[src/hdl/sorted_priority_queue_defines.svh]
// Assertion macros for the sorted priority queue.
// Each macro samples on the rising edge of clk_i and is disabled while rst_ni is low.
`ifndef SORTED_PRIORITY_QUEUE_DEFINES_SVH
`define SORTED_PRIORITY_QUEUE_DEFINES_SVH

`ifndef SYNTHESIS
`define SPQ_ASSERT(lbl, prop) \
  lbl: assert property (@(posedge clk_i) disable iff (!rst_ni) prop) \
    else $error("sorted_priority_queue: assertion failed");
`define SPQ_ASSERT_MSG(lbl, prop, msg) \
  lbl: assert property (@(posedge clk_i) disable iff (!rst_ni) prop) \
    else $error(msg);
`else
`define SPQ_ASSERT(lbl, prop)
`define SPQ_ASSERT_MSG(lbl, prop, msg)
`endif

`endif

[src/hdl/spq_pkg.sv]
`default_nettype none

package spq_pkg;

  // Fixed field widths.
  localparam int unsigned DataW      = 32;
  localparam int unsigned CountOutW  = 5;
  localparam int unsigned ReqW       = 2;
  localparam int unsigned StatusW    = 2;
  localparam int unsigned InDataW    = 32;
  localparam int unsigned OutDataW   = 40;
  localparam int unsigned CapacityDef = 16;

  // Request kinds carried in tuser.
  typedef enum logic [ReqW-1:0] {
    REQ_INSERT = 2'd0,
    REQ_POP    = 2'd1,
    REQ_CLEAR  = 2'd2,
    REQ_PEEK   = 2'd3
  } spq_req_e;

  // Result status codes.
  typedef enum logic [StatusW-1:0] {
    ST_OK        = 2'd0,
    ST_POP_EMPTY = 2'd1,
    ST_FULL_DROP = 2'd2
  } spq_status_e;

  // Command broadcast to every cell of the chain.
  typedef struct packed {
    logic             insert_en;
    logic             pop_en;
    logic [DataW-1:0] value;
  } spq_cmd_t;

endpackage

`default_nettype wire

[src/hdl/spq_cell.sv]
`default_nettype none

// One slot of the sorted chain. On an insert it keeps its value, takes the new
// value or takes its upper neighbor's value; on a pop it takes its lower neighbor's.
module spq_cell (
  input  wire logic                        clk_i,
  input  wire spq_pkg::spq_cmd_t           cmd_i,
  input  wire logic                        occ_i,
  input  wire logic                        prev_ge_i,
  input  wire logic [spq_pkg::DataW-1:0]   prev_value_i,
  input  wire logic [spq_pkg::DataW-1:0]   next_value_i,
  output logic [spq_pkg::DataW-1:0]        value_o,
  output logic                             ge_o
);

  logic [spq_pkg::DataW-1:0] value_q;
  logic [spq_pkg::DataW-1:0] value_d;

  // This slot holds a value at least as large as the one being inserted.
  assign ge_o = occ_i && ($signed(value_q) >= $signed(cmd_i.value));

  // Next slot value.
  always_comb begin
    value_d = value_q;
    if (cmd_i.insert_en) begin
      if (ge_o) begin
        value_d = value_q;
      end else if (prev_ge_i) begin
        value_d = cmd_i.value;
      end else begin
        value_d = prev_value_i;
      end
    end else if (cmd_i.pop_en) begin
      value_d = next_value_i;
    end
  end

  always_ff @(posedge clk_i) begin
    value_q <= value_d;
  end

  assign value_o = value_q;

endmodule

`default_nettype wire

[src/hdl/sorted_priority_queue.sv]
`default_nettype none

// Bounded priority queue of signed 32-bit values, largest first; equal values
// leave in arrival order. The values sit in a chain of CAPACITY cells that all
// update together on each accepted request (insert, pop, clear or peek), and one
// beat may be accepted in every cycle while the result side keeps up. Each request
// yields one result beat, registered in the cycle after the input
// beat: the head value (0 when empty), an empty flag, the low five bits of the
// count and a status. An insert into a full queue is dropped with status 2; a pop
// of an empty queue changes nothing and returns status 1. No clearing pass is
// needed after reset.
module sorted_priority_queue #(
  parameter int unsigned CAPACITY = spq_pkg::CapacityDef
) (
  input  wire logic                          clk_i,
  input  wire logic                          rst_ni,
  // tdata: value[31:0]
  input  wire logic [spq_pkg::InDataW-1:0]   s_axis_tdata,
  // tuser: req_type[1:0]
  input  wire logic [spq_pkg::ReqW-1:0]      s_axis_tuser,
  input  wire logic                          s_axis_tvalid,
  output logic                               s_axis_tready,
  // tdata: head_value[31:0], is_empty[32], entry_count[37:33], status[39:38]
  output logic [spq_pkg::OutDataW-1:0]       m_axis_tdata,
  output logic                               m_axis_tvalid,
  input  wire logic                          m_axis_tready
);

  localparam int unsigned CntW = $clog2(CAPACITY + 1);

  logic [CntW-1:0]           count_q, count_d;
  logic                      out_valid_q;
  logic                      out_empty_q;
  logic [CntW-1:0]           out_count_q;
  spq_pkg::spq_status_e      out_status_q, status_d;
  logic                      in_acc;
  logic                      full, empty;
  logic                      ins_en, pop_en;
  spq_pkg::spq_req_e         req;
  spq_pkg::spq_cmd_t         cmd;
  logic [spq_pkg::DataW-1:0] cell_value [CAPACITY];
  logic                      cell_ge [CAPACITY];

  assign s_axis_tready = !out_valid_q || m_axis_tready;
  assign in_acc        = s_axis_tvalid && s_axis_tready;
  assign req           = spq_pkg::spq_req_e'(s_axis_tuser);
  assign full          = (count_q == CntW'(CAPACITY));
  assign empty         = (count_q == '0);

  // Request decode and next count.
  always_comb begin
    count_d  = count_q;
    status_d = spq_pkg::ST_OK;
    ins_en   = 1'b0;
    pop_en   = 1'b0;
    case (req)
      spq_pkg::REQ_INSERT: begin
        if (full) begin
          status_d = spq_pkg::ST_FULL_DROP;
        end else begin
          ins_en  = 1'b1;
          count_d = count_q + CntW'(1);
        end
      end
      spq_pkg::REQ_POP: begin
        if (empty) begin
          status_d = spq_pkg::ST_POP_EMPTY;
        end else begin
          pop_en  = 1'b1;
          count_d = count_q - CntW'(1);
        end
      end
      spq_pkg::REQ_CLEAR: begin
        count_d = '0;
      end
      spq_pkg::REQ_PEEK: begin
        count_d = count_q;
      end
      default: begin
        count_d = count_q;
      end
    endcase
  end

  assign cmd.insert_en = in_acc && ins_en;
  assign cmd.pop_en    = in_acc && pop_en;
  assign cmd.value     = s_axis_tdata[spq_pkg::DataW-1:0];

  // The chain of cells; cell 0 holds the head.
  for (genvar i = 0; i < CAPACITY; i++) begin : g_cell
    logic                      occ;
    logic                      prev_ge;
    logic [spq_pkg::DataW-1:0] prev_value;
    logic [spq_pkg::DataW-1:0] next_value;

    assign occ = (count_q > CntW'(i));

    if (i == 0) begin : g_head
      assign prev_ge    = 1'b1;
      assign prev_value = cell_value[i];
    end else begin : g_body
      assign prev_ge    = cell_ge[i-1];
      assign prev_value = cell_value[i-1];
    end

    if (i == CAPACITY - 1) begin : g_tail
      assign next_value = cell_value[i];
    end else begin : g_inner
      assign next_value = cell_value[i+1];
    end

    spq_cell u_cell (
      .clk_i        (clk_i),
      .cmd_i        (cmd),
      .occ_i        (occ),
      .prev_ge_i    (prev_ge),
      .prev_value_i (prev_value),
      .next_value_i (next_value),
      .value_o      (cell_value[i]),
      .ge_o         (cell_ge[i])
    );
  end

  // Count and result registers.
  always_ff @(posedge clk_i or negedge rst_ni) begin
    if (!rst_ni) begin
      count_q      <= '0;
      out_valid_q  <= 1'b0;
      out_empty_q  <= 1'b1;
      out_count_q  <= '0;
      out_status_q <= spq_pkg::ST_OK;
    end else if (in_acc) begin
      count_q      <= count_d;
      out_valid_q  <= 1'b1;
      out_empty_q  <= (count_d == '0);
      out_count_q  <= count_d;
      out_status_q <= status_d;
    end else if (m_axis_tready) begin
      out_valid_q  <= 1'b0;
    end
  end

  // The cells change only with an accepted beat, which happens only once the
  // previous result is taken, so the head cell matches the pending result.
  assign m_axis_tvalid = out_valid_q;
  assign m_axis_tdata  = {out_status_q,
                          spq_pkg::CountOutW'(out_count_q),
                          out_empty_q,
                          out_empty_q ? {spq_pkg::DataW{1'b0}} : cell_value[0]};

`include "sorted_priority_queue_defines.svh"

  `SPQ_ASSERT(a_count_bound, count_q <= CntW'(CAPACITY))
  `SPQ_ASSERT_MSG(a_empty_matches, out_empty_q == (count_q == '0), "empty flag off")
  `SPQ_ASSERT(a_pop_dec, cmd.pop_en |=> count_q == $past(count_q) - CntW'(1))
  `SPQ_ASSERT(a_drop_full, out_valid_q && (out_status_q == spq_pkg::ST_FULL_DROP) |-> full)

endmodule

`default_nettype wire

[config.mk]
export PLATFORM = sky130hd
export DESIGN_NAME = sorted_priority_queue
export DESIGN_NICKNAME = d
export VERILOG_FILES = /design/src/hdl/spq_pkg.sv /design/src/hdl/spq_cell.sv /design/src/hdl/sorted_priority_queue.sv
export VERILOG_INCLUDE_DIRS = /design/src /design/src/hdl
export SDC_FILE = /design/constraint.sdc
export NUM_CORES = 2
export LEC_CHECK = 0
export ABC_AREA = 1
export BUFFER_PORTS_ARGS = -buffer_cell sky130_fd_sc_hd__buf_2
export CAP_MARGIN = 15
export CORE_UTILIZATION = 46
export CTS_BUF_LIST = sky130_fd_sc_hd__clkbuf_8
export DETAILED_ROUTE_END_ITERATION = 8
export GPL_TIMING_DRIVEN = 0
export HOLD_SLACK_MARGIN = 0.05
export PLACE_DENSITY = 0.72
export SYNTH_ARGS = -nofsm -noshare
export SYNTH_HDL_FRONTEND = slang
export SYNTH_SLANG_ARGS = --single-unit
[constraint.sdc]
create_clock -name clk_i -period 4.13 [get_ports clk_i]
set_clock_uncertainty 0.2 [all_clocks]
set_input_delay 0.6195 -clock clk_i [delete_from_list [all_inputs] [get_ports clk_i]]
set_output_delay 0.6195 -clock clk_i [all_outputs]
set_load 0.005 [all_outputs]
==> impl_results.md <==
- Bufs and invs on worst path: 4
- Critical path endpoint: g_cell[10].u_cell.value_o[5]
- Main synth FF type: edfxtp_1
- CP cell instances: buf_2 -> inv_1 -> ha_1 -> nand2_1 -> nor2_1 -> nand2_1 -> nor2_1 -> nand2_1 -> nand3_1 -> nand3_1 -> nand2_1 -> nand2_2 -> buf_4 -> nand2_1 -> buf_16
- DRT Pass-1 Iters: 7
- Synth area leaders: edfxtp_1 38%, nand2_1 27%, ha_1 16%
- Syn_area_per_cell: approximately 7.3 um^2
- CP max FO: 22
- Drt total wl: about 120000 um
- Hpwl dp: a little under 100000 um
- Synth Cell Area: roughly 40000 um^2
- Syn. warnings: 0
- Critical Path RT: 4350 ps
- R2R Path Start: g_cell[10].u_cell.value_o[31]
- LEAKAGE: between 0.02 and 0.03 uW
- Most common library cells after synthesis: 2922 x nand2_1, 627 x inv_1, 517 x ha_1
- Crit path depth: 15
- H-tree depth: 3
- Routability Congestion: slightly above 0.9
- Largest net degree at the start of global routing: 25
- Post-route DRC: 0
- Mapped Nets: 6101
- CTS sink count: about 520
- Row Count: roughly 110
- Asr flop ratio synth: 1.73%
- Critical Path Sink Type: register
- Crit-path most repeated cell: nand2_1
- CP delay by family, top: simple AND/OR/NAND/NOR gates
- Hold Path Class: in -> reg
- Max Slew Vio Count: 0
- Routed vias: around 35000
- Post-DR wirelength/cell: 16.9 um
- Kind of critical path: in -> reg
- Tcrit/Tclk final: between 90 and 100%
- Seq/Total Area, Yosys: roughly two fifths
- Worst-Margin Slew: between 1000 and 1500 ps
- Worst setup path startpoint: s_axis_tdata[31]
- Reg2reg path depth: 13
- Initial antenna violation count: 3
- Final core occ: between 50% and 60%
- Port bufs: approximately 80
- Worst reg2reg endpoint: g_cell[10].u_cell.value_o[5]
- Final net count: between 6000 and 7000
- Total core area: 87000 um^2
- Most numerous cell in the Yosys netlist: nand2_1
- Status: completed
- Max_slew headroom: a little over a quarter
- Clk slew on worst S/H paths: about 50 ps
- Worst vdd ir: between 0.0003 and 0.0004 V
- Yosys cell types: 37
- Ports: 80
- R2R setup slack: ~380 ps
- Synth top area share: 37.9%
- Root buf cell: clkbuf_8
- Area Growth Syn to Fin: 9.81%
- CTS tree: done
- Crit path arrival time: between 4000 and 5000 ps
- Gr usage total: approximately 26%
- Die X: 299 um
- Worst setup margin: about 160 ps
- Full die area: around 89000 um^2
- Initial core utilization: between 40% and 50%
- ANT nets after route: 0
- CTS Buffer Depth: 3
- Final Power: 17300 uW
- # Max-Cap Violations: 0
- Die Ht: between 200 and 300 um
- DP Worst Slack: -630 ps
- Final Hold Fails: 0
- Share of cells above drive strength 1: 7.73%
- Max Fclk: 252 MHz
- Crit-path slowest cell: ha_1
- Setup Viol. Count Final: 0
- Synth Instances: between 5000 and 6000
- GRT overflow: 0
- Iter 0 DRT Violations: 2522
- CP peak stage delay: approximately 590 ps
- Unrepaired setup endpoints after global routing: true
- Clock Latency Late Sink: 720 ps
- PD cells: 388 nW/um^2
- Vias in the first global route: 33500
- Post-synthesis register bit count: between 500 and 600
- Final Critical Period: around 4000 ps
- CP startpoint kind: input pin
- EDFF count, synth: roughly 510
- Vias per inst: ~5
- CTS Buf Count: 97
- First-pass GRT wire length: 180000 um
- Leading area contributor after synthesis: edfxtp_1
-- registers in the layout, indices dropped and copies added, names as in the netlist --
register               flops
out_status_q               2
m_axis_tvalid              1
g_cell.u_cell.value_o    512
out_empty_q                1
out_count_q                5
-- cells by family (layout without fill, tap and decap cells) --
logic type / Yosys count / count (layout) / synth area share [%]
AO/OA/AOI/OAI: 377 / 377 / 5.00
XOR/XNOR: 1 / 1 / 0.0216
buffers and inverters: 824 / 1088 / 8.75
adder cells (fa/ha/maj): 517 / 517 / 15.9
flip-flops: 521 / 521 / 38.5
other: 0 / 1 / 0
AND/OR/NAND/NOR: 3306 / 3306 / 31.8
-- through the flow --
stage / setup TNS, ps / instance area, um^2 / hold slack (ps) / instances
finish: 0 / 44500 / 103 / 6966
global route: -138 / 44500 / 109 / 6966
CTS: 0 / 44500 / 61.6 / 6965
detailed placement: -209090 / 42900 / 280 / 6796
global placement: -441490 / 42400 / 269 / 6780
floorplan: 0 / 40600 / 124 / 5546
-- layout make-up --
| cell class | count | area, um^2 |
|---|---|---|
| antenna | 1 | 2.50 |
| buffer | 191 | 1170 |
| clock buffer | 99 | 1360 |
| clock inverter | 66 | 273 |
| fill | 8540 | 42500 |
| inverter | 633 | 2380 |
| multi-input combinational | 4201 | 21400 |
| sequential | 521 | 15600 |
| tap | 1155 | 1450 |
| timing repair buffer | 99 | 876 |
-- tightest hold or removal path, stage by stage --
cell and delay (ps):
buf_2 130, nor2_1 70, nand3_1 90, nand2_1 60
-- per-layer routing --
metal  up-vias  routed length [um]  global-route usage [%]
li1      18000                   -                       -
met1     15600               50700                    33.5
met2      1081               54600                    43.7
met3       210                7580                    3.32
met4         0                4580                    10.6
met5         -                   0                       0
-- report_power, final --
part	switching [uW]	total [uW]	leakage, uW	internal, uW
clock	2330	4520	0.00101	2190
combinational	3820	5730	0.0200	1900
sequential	366	7030	0.00482	6660
-- layout by cell type, fill, tap and decap left out, types with 44 or more instances in the layout --
cell / Yosys / final
nand2_2: 43 / 45
nand2_1: 2922 / 2920
nand3_1: 85 / 85
o21ai_0: 87 / 87
inv_1: 627 / 676
clkbuf_8: 0 / 99
edfxtp_1: 512 / 512
ha_1: 517 / 517
nand4_1: 44 / 44
a21oi_1: 235 / 234
nor2_1: 178 / 178
buf_2: 119 / 198
-- worst min path at each step --
stage | slack, ps | cells past startpoint | to | start
after CTS | 60 | 4 | out_status_q[0] | s_axis_tuser[1]
after floorplan | 120 | 0 | m_axis_tvalid | rst_ni
after detailed placement | 280 | 1 | m_axis_tvalid | rst_ni
final | 100 | 4 | out_status_q[0] | s_axis_tuser[1]
after global routing | 110 | 4 | out_status_q[0] | s_axis_tuser[1]
after global placement | 270 | 1 | out_count_q[0] | rst_ni
-- timing repair --
item,CTS,global route
endpoints found under the hold margin,10,0
buffers inserted,0,0
gates resized for setup,0,3
hold buffers,4,0
endpoints found under the setup margin,0,41
Power figures use the tool's default switching activity.
